==> src/rtl/core/mmt_pkg.sv <==
package mmt_pkg;

  // field widths
  localparam int COORD_W  = 16;
  localparam int POS_IN_W = 17;
  localparam int FRAME_W  = 8;
  localparam int COUNT_W  = 3;
  localparam int SPEED_W  = 21;
  localparam int PRED_W   = 18;

  // fixed point: positions in 1/16 px, velocity in 1/256 px per frame
  localparam int SUB_BITS = 4;

  // limits
  localparam int MAX_STORED_DEF = 5;
  localparam int JUMP_LIMIT     = 320;
  localparam int SPEED_LIMIT    = 1280;
  localparam int LOST_RESET     = 10;
  localparam int PRED_MAX       = 131071;
  localparam int PRED_MIN       = -131072;

  // divider and product sizes
  localparam int DIV_W  = COORD_W + SUB_BITS;
  localparam int PROD_W = SPEED_W + FRAME_W + 1;

  localparam int QUEUE_DEPTH = 2;

  localparam logic MODE_OFFER   = 1'b0;
  localparam logic MODE_PREDICT = 1'b1;

  typedef struct packed {
    logic               mode;
    logic [FRAME_W-1:0] frame;
    logic               pos_ok;
    logic [COORD_W-1:0] pos_x;
    logic [COORD_W-1:0] pos_y;
  } cmd_t;

endpackage

==> src/rtl/core/mmt_item_if.sv <==
interface mmt_item_if
  import mmt_pkg::*;
();
  logic                       valid;
  logic                       ready;
  logic                       mode;
  logic [FRAME_W-1:0]         frame_number;
  logic                       pos_valid;
  logic signed [POS_IN_W-1:0] pos_x;
  logic signed [POS_IN_W-1:0] pos_y;

  modport source (
    output valid, mode, frame_number, pos_valid, pos_x, pos_y,
    input  ready
  );

  modport sink (
    input  valid, mode, frame_number, pos_valid, pos_x, pos_y,
    output ready
  );
endinterface

==> src/rtl/core/mmt_result_if.sv <==
interface mmt_result_if
  import mmt_pkg::*;
();
  logic                     valid;
  logic                     ready;
  logic                     accepted;
  logic                     tracking;
  logic signed [PRED_W-1:0] pred_x;
  logic signed [PRED_W-1:0] pred_y;

  modport source (
    output valid, accepted, tracking, pred_x, pred_y,
    input  ready
  );

  modport sink (
    input  valid, accepted, tracking, pred_x, pred_y,
    output ready
  );
endinterface

==> src/rtl/core/marker_motion_tracker_core.sv <==
// an input transfer enters the command queue and is popped into the evaluate state; the
// result is registered there for an offer with no velocity update, after the predict state
// for a prediction, or when the 20-step serial velocity divider ends for a velocity offer
// a 2-entry command queue lets input transfers continue while the back end works
// rst is synchronous: track cleared, not tracked, lost limit back to 10, queue and result empty
module marker_motion_tracker_core
  import mmt_pkg::*;
#(
  parameter int MAX_STORED = MAX_STORED_DEF
) (
  input  logic               clk,
  input  logic               rst,
  input  logic               cfg_wr_en,
  input  logic [FRAME_W-1:0] cfg_wr_data,
  mmt_item_if.sink           item,
  mmt_result_if.source       result
);

  // front end to queue
  logic q_push;
  cmd_t q_push_data;
  logic q_full;

  // queue to back end
  logic q_valid;
  cmd_t q_head;
  logic q_pop;

  // front end: takes input transfers whenever the queue has room and
  // flags offers that carry no usable position (missing or negative)
  mmt_front u_front (
    .item      (item),
    .q_full    (q_full),
    .push      (q_push),
    .push_data (q_push_data)
  );

  // short command queue, decouples input transfers from execution
  mmt_queue u_queue (
    .clk       (clk),
    .rst       (rst),
    .push      (q_push),
    .push_data (q_push_data),
    .full      (q_full),
    .valid     (q_valid),
    .head      (q_head),
    .pop       (q_pop)
  );

  // back end: owns the track state and the lost limit register
  // offers: jump check, then two serial dividers for the velocity per axis
  // predictions: age the track, multiply by the gap per axis, then add and saturate
  // a command is popped only when the result register is free or being drained,
  // so a finished result is never overwritten
  mmt_exec #(
    .MAX_STORED (MAX_STORED)
  ) u_exec (
    .clk         (clk),
    .rst         (rst),
    .cfg_wr_en   (cfg_wr_en),
    .cfg_wr_data (cfg_wr_data),
    .q_valid     (q_valid),
    .q_head      (q_head),
    .q_pop       (q_pop),
    .result      (result)
  );

endmodule

==> src/rtl/core/mmt_div.sv <==
module mmt_div
  import mmt_pkg::*;
(
  input  logic               clk,
  input  logic               rst,
  input  logic               start,
  input  logic [DIV_W-1:0]   dividend,
  input  logic [FRAME_W-1:0] divisor,
  output logic               busy,
  output logic [DIV_W-1:0]   quotient
);

  localparam int CNT_W = $clog2(DIV_W);

  logic [CNT_W-1:0]   cnt;
  logic [FRAME_W-1:0] rem;
  logic [FRAME_W-1:0] dvs;
  logic [DIV_W-1:0]   quo;
  logic [FRAME_W:0]   trial;
  logic               ge;

  // restoring step, one quotient bit per cycle
  assign trial = {rem, quo[DIV_W-1]};
  assign ge    = trial >= {1'b0, dvs};

  always_ff @(posedge clk) begin
    if (rst) begin
      busy <= 1'b0;
    end else if (start) begin
      busy <= 1'b1;
    end else if (busy && cnt == CNT_W'(DIV_W - 1)) begin
      busy <= 1'b0;
    end
  end

  always_ff @(posedge clk) begin
    if (start) begin
      cnt <= '0;
      rem <= '0;
      dvs <= divisor;
      quo <= dividend;
    end else if (busy) begin
      cnt <= cnt + CNT_W'(1);
      rem <= ge ? FRAME_W'(trial - {1'b0, dvs}) : trial[FRAME_W-1:0];
      quo <= {quo[DIV_W-2:0], ge};
    end
  end

  assign quotient = quo;

endmodule

==> src/rtl/core/mmt_front.sv <==
module mmt_front
  import mmt_pkg::*;
(
  mmt_item_if.sink item,
  input  logic     q_full,
  output logic     push,
  output cmd_t     push_data
);

  assign item.ready = !q_full;
  assign push       = item.valid && item.ready;

  // a negative coordinate or a missing detection can never be stored
  always_comb begin
    push_data.mode   = item.mode;
    push_data.frame  = item.frame_number;
    push_data.pos_ok = item.pos_valid && !item.pos_x[POS_IN_W-1] && !item.pos_y[POS_IN_W-1];
    push_data.pos_x  = item.pos_x[COORD_W-1:0];
    push_data.pos_y  = item.pos_y[COORD_W-1:0];
  end

endmodule

==> src/rtl/core/mmt_queue.sv <==
module mmt_queue
  import mmt_pkg::*;
(
  input  logic clk,
  input  logic rst,
  input  logic push,
  input  cmd_t push_data,
  output logic full,
  output logic valid,
  output cmd_t head,
  input  logic pop
);

  localparam int IDX_W = (QUEUE_DEPTH > 1) ? $clog2(QUEUE_DEPTH) : 1;
  localparam int CNT_W = $clog2(QUEUE_DEPTH + 1);

  cmd_t             entries [QUEUE_DEPTH];
  logic [IDX_W-1:0] wr_ptr;
  logic [IDX_W-1:0] rd_ptr;
  logic [CNT_W-1:0] count;

  assign full  = count == CNT_W'(QUEUE_DEPTH);
  assign valid = count != '0;
  assign head  = entries[rd_ptr];

  always_ff @(posedge clk) begin
    if (rst) begin
      wr_ptr <= '0;
      rd_ptr <= '0;
      count  <= '0;
    end else begin
      if (push) begin
        wr_ptr <= (wr_ptr == IDX_W'(QUEUE_DEPTH - 1)) ? '0 : wr_ptr + IDX_W'(1);
      end
      if (pop) begin
        rd_ptr <= (rd_ptr == IDX_W'(QUEUE_DEPTH - 1)) ? '0 : rd_ptr + IDX_W'(1);
      end
      if (push && !pop) begin
        count <= count + CNT_W'(1);
      end else if (pop && !push) begin
        count <= count - CNT_W'(1);
      end
    end
  end

  always_ff @(posedge clk) begin
    if (push) begin
      entries[wr_ptr] <= push_data;
    end
  end

endmodule

==> src/rtl/core/mmt_exec.sv <==
module mmt_exec
  import mmt_pkg::*;
#(
  parameter int MAX_STORED = MAX_STORED_DEF
) (
  input  logic               clk,
  input  logic               rst,
  input  logic               cfg_wr_en,
  input  logic [FRAME_W-1:0] cfg_wr_data,
  input  logic               q_valid,
  input  cmd_t               q_head,
  output logic               q_pop,
  mmt_result_if.source       result
);

  localparam logic [1:0] S_IDLE = 2'd0;
  localparam logic [1:0] S_EVAL = 2'd1;
  localparam logic [1:0] S_DIV  = 2'd2;
  localparam logic [1:0] S_PRED = 2'd3;

  localparam int SUM_W = PROD_W - SUB_BITS + 1;

  logic [1:0] state;

  // track state
  logic [FRAME_W-1:0]        lost_after_frames;
  logic [COORD_W-1:0]        last_x;
  logic [COORD_W-1:0]        last_y;
  logic [FRAME_W-1:0]        last_frame;
  logic [COUNT_W-1:0]        stored_count;
  logic signed [SPEED_W-1:0] speed_x;
  logic signed [SPEED_W-1:0] speed_y;
  logic                      tracked;

  // per item
  cmd_t                     cmd;
  logic                     neg_x;
  logic                     neg_y;
  logic signed [PROD_W-1:0] prod_x;
  logic signed [PROD_W-1:0] prod_y;

  // result register
  logic                     res_valid;
  logic                     res_accepted;
  logic                     res_tracking;
  logic signed [PRED_W-1:0] res_pred_x;
  logic signed [PRED_W-1:0] res_pred_y;

  logic [FRAME_W-1:0]        gap;
  logic [FRAME_W-1:0]        gap_div;
  logic signed [COORD_W:0]   dx;
  logic signed [COORD_W:0]   dy;
  logic [COORD_W-1:0]        mag_x;
  logic [COORD_W-1:0]        mag_y;
  logic                      vel_case;
  logic                      jump;
  logic                      take;
  logic                      keep;
  logic signed [SPEED_W-1:0] age_x;
  logic signed [SPEED_W-1:0] age_y;
  logic                      div_start;
  logic                      busy_x;
  logic                      busy_y;
  logic [DIV_W-1:0]          quo_x;
  logic [DIV_W-1:0]          quo_y;
  logic                      fin_offer;
  logic                      fin_div;
  logic                      fin_pred;
  logic                      commit;

  function automatic logic signed [SPEED_W-1:0] clamp_speed(
    input logic [DIV_W-1:0] q,
    input logic             neg
  );
    logic signed [SPEED_W-1:0] v;
    v = $signed(SPEED_W'(q));
    if (neg) begin
      v = -v;
    end
    if (v > $signed(SPEED_W'(SPEED_LIMIT))) begin
      v = $signed(SPEED_W'(SPEED_LIMIT));
    end
    return v;
  endfunction

  // last + prod / 16 truncated toward zero, saturated to the output range
  function automatic logic signed [PRED_W-1:0] predict(
    input logic [COORD_W-1:0]     last,
    input logic signed [PROD_W-1:0] prod
  );
    logic signed [PROD_W-1:0]          adj;
    logic signed [PROD_W-SUB_BITS-1:0] quo;
    logic signed [SUM_W-1:0]           sum;
    adj = prod + (prod[PROD_W-1] ? PROD_W'((1 << SUB_BITS) - 1) : '0);
    quo = $signed(adj[PROD_W-1:SUB_BITS]);
    sum = $signed({{(SUM_W-COORD_W){1'b0}}, last}) + $signed({quo[PROD_W-SUB_BITS-1], quo});
    if (sum > $signed(SUM_W'(PRED_MAX))) begin
      return $signed(PRED_W'(PRED_MAX));
    end else if (sum < $signed(SUM_W'(PRED_MIN))) begin
      return $signed(PRED_W'(PRED_MIN));
    end
    return sum[PRED_W-1:0];
  endfunction

  always_comb begin
    gap      = cmd.frame - last_frame;
    gap_div  = (gap == '0) ? FRAME_W'(1) : gap;
    dx       = $signed({1'b0, cmd.pos_x}) - $signed({1'b0, last_x});
    dy       = $signed({1'b0, cmd.pos_y}) - $signed({1'b0, last_y});
    mag_x    = dx[COORD_W] ? COORD_W'(-dx) : dx[COORD_W-1:0];
    mag_y    = dy[COORD_W] ? COORD_W'(-dy) : dy[COORD_W-1:0];
    vel_case = cmd.pos_ok && stored_count != '0 && last_x != '0 && last_y != '0;
    jump     = vel_case && (dx > $signed((COORD_W+1)'(JUMP_LIMIT)) ||
                            dy > $signed((COORD_W+1)'(JUMP_LIMIT)));
    take     = cmd.pos_ok && !jump;
    keep     = tracked && gap < lost_after_frames;
    age_x    = keep ? speed_x : '0;
    age_y    = keep ? speed_y : '0;
  end

  assign q_pop     = state == S_IDLE && q_valid && (!res_valid || result.ready);
  assign div_start = state == S_EVAL && cmd.mode == MODE_OFFER && vel_case && !jump;
  assign fin_offer = state == S_EVAL && cmd.mode == MODE_OFFER && !div_start;
  assign fin_div   = state == S_DIV && !busy_x && !busy_y;
  assign fin_pred  = state == S_PRED;
  assign commit    = (fin_offer && take) || fin_div;

  mmt_div u_div_x (
    .clk      (clk),
    .rst      (rst),
    .start    (div_start),
    .dividend ({mag_x, SUB_BITS'(0)}),
    .divisor  (gap_div),
    .busy     (busy_x),
    .quotient (quo_x)
  );

  mmt_div u_div_y (
    .clk      (clk),
    .rst      (rst),
    .start    (div_start),
    .dividend ({mag_y, SUB_BITS'(0)}),
    .divisor  (gap_div),
    .busy     (busy_y),
    .quotient (quo_y)
  );

  always_ff @(posedge clk) begin
    if (rst) begin
      state             <= S_IDLE;
      lost_after_frames <= FRAME_W'(LOST_RESET);
      last_x            <= '0;
      last_y            <= '0;
      last_frame        <= '0;
      stored_count      <= '0;
      speed_x           <= '0;
      speed_y           <= '0;
      tracked           <= 1'b0;
      res_valid         <= 1'b0;
    end else begin
      if (cfg_wr_en) begin
        lost_after_frames <= cfg_wr_data;
      end

      unique case (state)
        S_IDLE: begin
          if (q_pop) begin
            state <= S_EVAL;
          end
        end
        S_EVAL: begin
          if (cmd.mode == MODE_PREDICT) begin
            state   <= S_PRED;
            tracked <= keep;
            if (!keep) begin
              speed_x      <= '0;
              speed_y      <= '0;
              stored_count <= '0;
            end
          end else if (div_start) begin
            state <= S_DIV;
          end else begin
            state <= S_IDLE;
          end
        end
        S_DIV: begin
          if (fin_div) begin
            state   <= S_IDLE;
            speed_x <= clamp_speed(quo_x, neg_x);
            speed_y <= clamp_speed(quo_y, neg_y);
          end
        end
        S_PRED: begin
          state <= S_IDLE;
        end
        default: begin
          state <= S_IDLE;
        end
      endcase

      if (commit) begin
        if (stored_count < COUNT_W'(MAX_STORED)) begin
          stored_count <= stored_count + COUNT_W'(1);
        end
        last_x     <= cmd.pos_x;
        last_y     <= cmd.pos_y;
        last_frame <= cmd.frame;
        tracked    <= 1'b1;
      end

      if (fin_offer || fin_div || fin_pred) begin
        res_valid <= 1'b1;
      end else if (result.ready) begin
        res_valid <= 1'b0;
      end
    end
  end

  always_ff @(posedge clk) begin
    if (q_pop) begin
      cmd <= q_head;
    end
    if (div_start) begin
      neg_x <= dx[COORD_W];
      neg_y <= dy[COORD_W];
    end
    if (state == S_EVAL) begin
      prod_x <= PROD_W'(age_x) * PROD_W'($signed({1'b0, gap}));
      prod_y <= PROD_W'(age_y) * PROD_W'($signed({1'b0, gap}));
    end
    if (fin_offer) begin
      res_accepted <= take;
      res_tracking <= take || tracked;
      res_pred_x   <= '0;
      res_pred_y   <= '0;
    end else if (fin_div) begin
      res_accepted <= 1'b1;
      res_tracking <= 1'b1;
      res_pred_x   <= '0;
      res_pred_y   <= '0;
    end else if (fin_pred) begin
      res_accepted <= 1'b0;
      res_tracking <= tracked;
      res_pred_x   <= predict(last_x, prod_x);
      res_pred_y   <= predict(last_y, prod_y);
    end
  end

  assign result.valid    = res_valid;
  assign result.accepted = res_accepted;
  assign result.tracking = res_tracking;
  assign result.pred_x   = res_pred_x;
  assign result.pred_y   = res_pred_y;

endmodule

==> src/flat_wrapper.sv <==
// flat-port wrapper written by rule: the top's interface ports become plain ports
module marker_motion_tracker_core_flat import mmt_pkg::*;
#(
  parameter int MAX_STORED = MAX_STORED_DEF
)
  (clk, rst, cfg_wr_en, cfg_wr_data, item_valid, item_mode, item_frame_number, item_pos_valid, item_pos_x, item_pos_y, item_ready, result_valid, result_accepted, result_tracking, result_pred_x, result_pred_y, result_ready);
  mmt_item_if item_i ();
  mmt_result_if result_i ();
  input  logic clk;
  input  logic rst;
  input  logic cfg_wr_en;
  input  logic [FRAME_W-1:0] cfg_wr_data;
  input wire logic [$bits(item_i.valid)-1:0] item_valid;
  input wire logic [$bits(item_i.mode)-1:0] item_mode;
  input wire logic [$bits(item_i.frame_number)-1:0] item_frame_number;
  input wire logic [$bits(item_i.pos_valid)-1:0] item_pos_valid;
  input wire logic [$bits(item_i.pos_x)-1:0] item_pos_x;
  input wire logic [$bits(item_i.pos_y)-1:0] item_pos_y;
  output wire logic [$bits(item_i.ready)-1:0] item_ready;
  output wire logic [$bits(result_i.valid)-1:0] result_valid;
  output wire logic [$bits(result_i.accepted)-1:0] result_accepted;
  output wire logic [$bits(result_i.tracking)-1:0] result_tracking;
  output wire logic [$bits(result_i.pred_x)-1:0] result_pred_x;
  output wire logic [$bits(result_i.pred_y)-1:0] result_pred_y;
  input wire logic [$bits(result_i.ready)-1:0] result_ready;
  assign item_i.valid = item_valid;
  assign item_i.mode = item_mode;
  assign item_i.frame_number = item_frame_number;
  assign item_i.pos_valid = item_pos_valid;
  assign item_i.pos_x = item_pos_x;
  assign item_i.pos_y = item_pos_y;
  assign item_ready = item_i.ready;
  assign result_valid = result_i.valid;
  assign result_accepted = result_i.accepted;
  assign result_tracking = result_i.tracking;
  assign result_pred_x = result_i.pred_x;
  assign result_pred_y = result_i.pred_y;
  assign result_i.ready = result_ready;
  marker_motion_tracker_core #(.MAX_STORED(MAX_STORED)) u_core (.clk(clk), .rst(rst), .cfg_wr_en(cfg_wr_en), .cfg_wr_data(cfg_wr_data), .item(item_i), .result(result_i));
endmodule
==> config.mk <==
export PLATFORM = sky130hd
export DESIGN_NAME = marker_motion_tracker_core_flat
export DESIGN_NICKNAME = d
export VERILOG_FILES = /design/src/rtl/core/mmt_pkg.sv /design/src/rtl/core/mmt_item_if.sv /design/src/rtl/core/mmt_result_if.sv /design/src/rtl/core/marker_motion_tracker_core.sv /design/src/rtl/core/mmt_div.sv /design/src/rtl/core/mmt_front.sv /design/src/rtl/core/mmt_queue.sv /design/src/rtl/core/mmt_exec.sv /design/src/flat_wrapper.sv
export SDC_FILE = /design/constraint.sdc
export NUM_CORES = 2
export LEC_CHECK = 0
export BUFFER_PORTS_ARGS = -buffer_cell sky130_fd_sc_hd__buf_2
export CAP_MARGIN = 10
export CORE_ASPECT_RATIO = 1.1
export CORE_UTILIZATION = 33
export DETAILED_ROUTE_END_ITERATION = 10
export PLACE_DENSITY = 0.47
export SETUP_SLACK_MARGIN = 0.4
export SLEW_MARGIN = 40
export SYNTH_ARGS = -nofsm -noshare
export SYNTH_HDL_FRONTEND = slang
export SYNTH_SLANG_ARGS = --single-unit
==> constraint.sdc <==
create_clock -name clk -period 21.4 [get_ports clk]
set_input_delay 1.07 -clock clk [delete_from_list [all_inputs] [get_ports clk]]
set_output_delay 1.07 -clock clk [all_outputs]
set_load 0.005 [all_outputs]
# == After elaboration in Yosys (flattened, before gate mapping) ==
# Memories as Yosys holds them, arrays and structs flattened. A register that Yosys moved wholly into a read port is not among the register bits.
# Index checks and enable logic that the tools add are counted.
# op_classes
mux,75
n_mul,2
n_reduce_logical,58
magnitude_cmp,12
bitwise_logic,1
n_eq_ne,9
add_sub_neg,20
# op_table
cell,n
2-to-1 mux 21 bit,16
2-to-1 mux 18 bit,6
one-hot mux 21 bit (2 select lines),2
2-to-1 mux 20 bit,4
adder 30 x 4 -> 30 bit,2
multiplier 21 x 9 -> 30 bit,2
adder 17 x 26 -> 27 bit,2
"greater-than comparator 27 x 18 -> 1 bit, second input constant",2
"less-than comparator 27 x 18 -> 1 bit, second input constant",2
"greater-than comparator 21 x 12 -> 1 bit, second input constant",2
negator 20 -> 21 bit,2
"greater-than comparator 17 x 10 -> 1 bit, second input constant",2
subtractor 16 x 16 -> 17 bit,2
2-to-1 mux 16 bit,2
negator 16 bit,2
nonzero test 16 bit,2
2-to-1 mux 1 bit,29
subtractor 8 bit,3
logical AND 1 bit,22
nonzero test 2 bit,10
>= comparator 9 x 8 -> 1 bit,2
2-to-1 mux 8 bit,2
2-to-1 mux 3 bit,5
2-to-1 mux 2 bit,6
other kinds (23),46
# totals
ram_bits,84
register_bits,277
inputBits,57
memories,1
# mem_list
name,words,word_bits,rd,rd_ports_with_merged_regs,wr,line,text
u_core.u_queue.entries,2,42,1,1,1,mmt_queue.sv:17,cmd_t entries [QUEUE_DEPTH];

# == Depth between registers and ports, before layout ==
# logic_depth
ltp_word,13
depth_mapped,37
depth_no_buf,35

# == Modules after synthesis ==
# A second synthesis with hierarchy kept.
# unflattened
cells_unflattened,3621
area_unflattened_um2,34350.4
# by_module_without_submodules
mod,area_each_um2,cells_each,seq_area_each_um2,instances
mmt_exec,26620.5,3080,5845.6,1
mmt_div,2079.5,172,1121.1,2
mmt_queue,3240.6,153,2622.5,1
mmt_front,330.3,44,0.0,1

# == Least setup slack after synthesis ==
# No wires, ideal clock.
# synth_timing
kind,register -> register
startpoint,"register, netlist name u_core.u_exec.cmd[33]"
endpoint,"register u_core.u_exec.prod_y[29], data pin"
stages_incl_launch_ff,36
synth_period_minus_slack_ps,8293
arrival_time_ps,8034
setup_slack_ps,13107
cell_sequence,edfxtp_1 -> inv_1 -> ha_1 -> inv_1 -> fa_1 -> a21o_1 -> a21oi_1 -> o21bai_1 -> a21oi_1 -> xnor2_1 -> ha_1 -> or2_2 -> a21oi_1 -> a21oi_1 -> clkbuf_1 -> nor2_1 -> clkbuf_1 -> nand2_1 -> fa_1 -> inv_1 -> fa_1 -> fa_1 -> inv_1 -> fa_1 -> inv_1 -> ha_1 -> a21o_1 -> a21oi_1 -> nor3b_1 -> a21o_1 -> o41ai_1 -> a221o_1 -> o41a_1 -> a211o_1 -> a21oi_1 -> xnor2_1
# synth_between
elab_chain_len,5
# synth_lines
element,line,text
subtractor 8 bit *,mmt_exec.sv:106,gap = cmd.frame - last_frame;
via u_core.u_exec.gap[6],mmt_exec.sv:49,logic [FRAME_W-1:0] gap;
less-than comparator 8 bit,mmt_exec.sv:116,keep = tracked && gap < lost_after_frames;
logical AND 1 bit,mmt_exec.sv:116,
2-to-1 mux 21 bit,-,
multiplier 21 x 9 -> 30 bit *,mmt_exec.sv:229,"prod_y <= PROD_W'(age_y) * PROD_W'($signed({1'b0, gap}));"
to (signal assigned),mmt_exec.sv:229,
to (decl),mmt_exec.sv:40,logic signed [PROD_W-1:0] prod_y;
# The timed path passes the listed nets; every way through them passes the cells marked *.
# A chain may end at the register's enable or synchronous reset.

# == Worst setup path after layout ==
# layout_timing
startpoint,"register, netlist name u_core.u_exec.cmd[33]"
endpoint,"register u_core.u_exec.prod_y[29], data pin"
# layout_between
elab_chain_len,5
# layout_lines
element,line
subtractor 8 bit *,mmt_exec.sv:106
via u_core.u_exec.gap[6],mmt_exec.sv:49
less-than comparator 8 bit,mmt_exec.sv:116
logical AND 1 bit,mmt_exec.sv:116
2-to-1 mux 21 bit,-
multiplier 21 x 9 -> 30 bit *,mmt_exec.sv:229
# Marked as above.

==> impl_metrics.csv <==
group,metric,value,unit
outcome,outcome,"finished, final reports clean",
drt,drt_iter0_markers,1092,
die,pin_count,97,
yosys,syn_inst,3655,
clock_tree,cts_sinks,403,
worst_hold_path,hold_class,"reg2reg",
yosys,synth_edf_count,230,
yosys,synth_top_area_cell,"edfxtp_1",
power_and_ir_drop,p_leak,16.19,nW
clock_tree,cts_hold_buf,0,
grt,grt_util_all_layers,0.1645,
placement,dp_slack,12.45,ns
power_and_ir_drop,pwr-share-clk,0.247,
timing,finalWorstSetupSlack,12.48,ns
clock_tree,htree_levels,2,
finish,final_net_count,4249,
drt,viasPerCell,4.796,
drt,wire_per_inst,16.50,um
power_and_ir_drop,peakVddDrop,0.00007596,V
yosys,syn_nets,4212,
worst_setup_path,slowest_delay,0.56,ns
grt,grt_first_pass_wirelength,137.9,mm
clock_tree,cts_resized,0,
timing,worst_pin_slew,0.8025,ns
timing,period_share,0.4168,
placement,placed_area,0.03601,mm^2
worst_setup_path,start_kind,"register",
drt,dr.pass1.iters,5,
clock_tree,clockBufferDepth,3,
clock_tree,cts_tree,"yes",
yosys,ys_types,91,
grt,grt_antenna_before_repair,1,
die,die-area,0.1045,mm^2
worst_setup_path,critical_path.max_fanout,42,
timing,max_freq,0.1121,GHz
finish,diodes,0,
timing,rsz0062_at_grt,"false",
yosys,yosysSeqAreaShare,0.3045,
timing,setup_tns,0,ns
clock_tree,cts_buffers,50,
worst_setup_path,crit_path_end_kind,"register",
yosys,synth_area_per_cell,9.318,um^2
yosys,yosys_warnings,0,
finish,drive_gt1_frac,0.08891,
timing,slew_violations,0,
timing,setup_viol,0,
die,start_util,0.3328,
timing,min_period,8.919,ns
finish,syn2layout_area_growth,10.74,%
placement,gp_congestion,0.8226,
drt,ant_nets,0,
yosys,synthTopCellsByArea,"edfxtp_1 (20%), fa_1 (16%), dfxtp_1 (10%)",
yosys,ys_ff_latch,403,
clock_tree,postCtsSetupRepairBufs,0,
timing,hold_viol,0,
yosys,mappedNetlistArea,0.03406,mm^2
die,core,0.1023,mm^2
power_and_ir_drop,sw_frac_of_total,0.3933,
finish,final_area,0.03772,mm^2
clock_tree,clockRootBuffer,"clkbuf_16",
power_and_ir_drop,combPwrFrac,0.417,
yosys,synth_most_common_cell,"inv_1",
yosys,synthFlopType,"edfxtp_1",
grt,grt_pass1_vias,24900,
power_and_ir_drop,p_per_area,92.86,mW/mm^2
clock_tree,clkLatencyLatePin,0.60,ns
worst_setup_path,worstPathArrival,9.27,ns
yosys,synth_top_area_frac,0.2028,
drt,totalWireLength,84.30,mm
finish,final_util,0.3685,
job,drv_cap,0,
die,die_w,308.3,um
die,rows,123,
placement,dpl.hpwl,63.59,mm
die,die_height,338.9,um
drt,vias,24505,
timing,clock_skew,0.01471,ns
worst_setup_path,path_class,"reg2reg",
power_and_ir_drop,seqPwrFrac,0.336,
grt,grt_overflow_total,0,
timing,holdWs,0.4494,ns
grt,grt_max_degree,65,
power_and_ir_drop,p_switching,1.378,mW
placement,placed_cells,5015,
drt,drc_errors,0,
clock_tree,clkTransAtPathRegs,0.06,ns
worst_setup_path,cp_slowest_cell,"fa_1",
finish,instances_no_fill,5109,
yosys,synthTopCellsByCount,"inv_1 (492), nand2_1 (428), fa_1 (271)",
yosys,async_flop_share,0,
placement,port-buffer-count,96,
power_and_ir_drop,power.internal,2.125,mW
timing,slew_headroom,0.4650,
worst_setup_path,worstPathRequired,21.75,ns
power_and_ir_drop,total_power,3.502,mW
## routing by layer
| layer | part of all wire | GRT usage |
|---|---|---|
| met1 | 0.47 | 0.2219 |
| met2 | 0.48 | 0.2810 |
| met3 | 0.025 | 0.01651 |
| met4 | 0.023 | 0.03959 |
| met5 | 0 | 0 |
## path summary, 6_finish.rpt
| path | slack [ns] | startpoint | to | cells after the start |
|---|---|---|---|---|
| min reg2reg | 0.45 | u_core.u_exec.last_frame[5] | u_core.u_exec.last_frame[5] | 2 |
| max reg2reg | 12.48 | u_core.u_exec.cmd[33] | u_core.u_exec.prod_y[29] | 35 |
| min | 0.45 | u_core.u_exec.last_frame[5] | u_core.u_exec.last_frame[5] | 2 |
| max | 12.48 | u_core.u_exec.cmd[33] | u_core.u_exec.prod_y[29] | 35 |
## critical path: cells and delay by family (launching register included)
kind,cells,cell delay [ns]
simple gates,4,0.91
flops,1,0.38
buf+inv,7,0.92
xor+xnor,2,0.28
fa+ha+maj,8,3.21
compound gates,14,2.96
## logic make-up after synthesis
family,after synthesis,synth area share
xor gates and xnor gates,236,0.06069
DFF,403,0.3045
muxes,111,0.03428
adders and majority gates,501,0.2437
and+or+nand+nor,1158,0.1672
AOI/OAI and AO/OA,609,0.1175
buffers and inverters,637,0.07219
## final cells by class
type / count / area (um^2)
fill: 10467 / 64630
multi-input combinational: 2615 / 21340
sequential: 403 / 10370
inverter: 494 / 1854
tap: 1375 / 1720
clock buffer: 67 / 1396
timing repair buffer: 128 / 743.2
clock inverter: 27 / 286.5
## power groups by stage
| stage | Combinational, mW | Sequential (mW) | Clock, mW |
|---|---|---|---|
| finish | 1.46 | 1.18 | 0.866 |
| global route | 1.64 | 1.20 | 0.924 |
| CTS | 1.48 | 1.18 | 0.897 |
| detailed placement | 1.47 | 1.19 | 0 |
| global placement | 1.47 | 1.20 | 0 |
| floorplan | 1.08 | 1.14 | 0 |
## layout by cell type (no fill, tap or decap), types with 34 or more instances in the layout
| master | count |
|---|---|
| mux2i_1 | 66 |
| nor3_1 | 51 |
| edfxtp_1 | 230 |
| a21o_1 | 47 |
| and2_1 | 195 |
| nor2_1 | 205 |
| nand2_1 | 428 |
| ha_1 | 229 |
| xor2_1 | 84 |
| buf_2 | 95 |
| a21oi_1 | 199 |
| xnor2_1 | 152 |
| nand4_1 | 34 |
| clkbuf_16 | 51 |
| o21ai_0 | 103 |
| dfxtp_1 | 171 |
| inv_1 | 492 |
| mux2_2 | 45 |
| nand2b_1 | 34 |
| nand3_1 | 45 |
| fa_1 | 271 |
## flip-flops by register name, summed over array words and instances (netlist names), 18 cells and up
| register | cells |
|---|---|
| u_core.u_exec.prod_y | 30 |
| u_core.u_exec.u_div_y.quotient | 20 |
| u_core.u_exec.speed_x | 21 |
| u_core.u_exec.result.pred_x | 18 |
| u_core.u_queue.entries | 84 |
| u_core.u_exec.speed_y | 21 |
| u_core.u_exec.cmd | 42 |
| u_core.u_exec.prod_x | 30 |
| u_core.u_exec.u_div_x.quotient | 20 |
| u_core.u_exec.result.pred_y | 18 |
No activity file was read; power rests on OpenSTA's default activity.
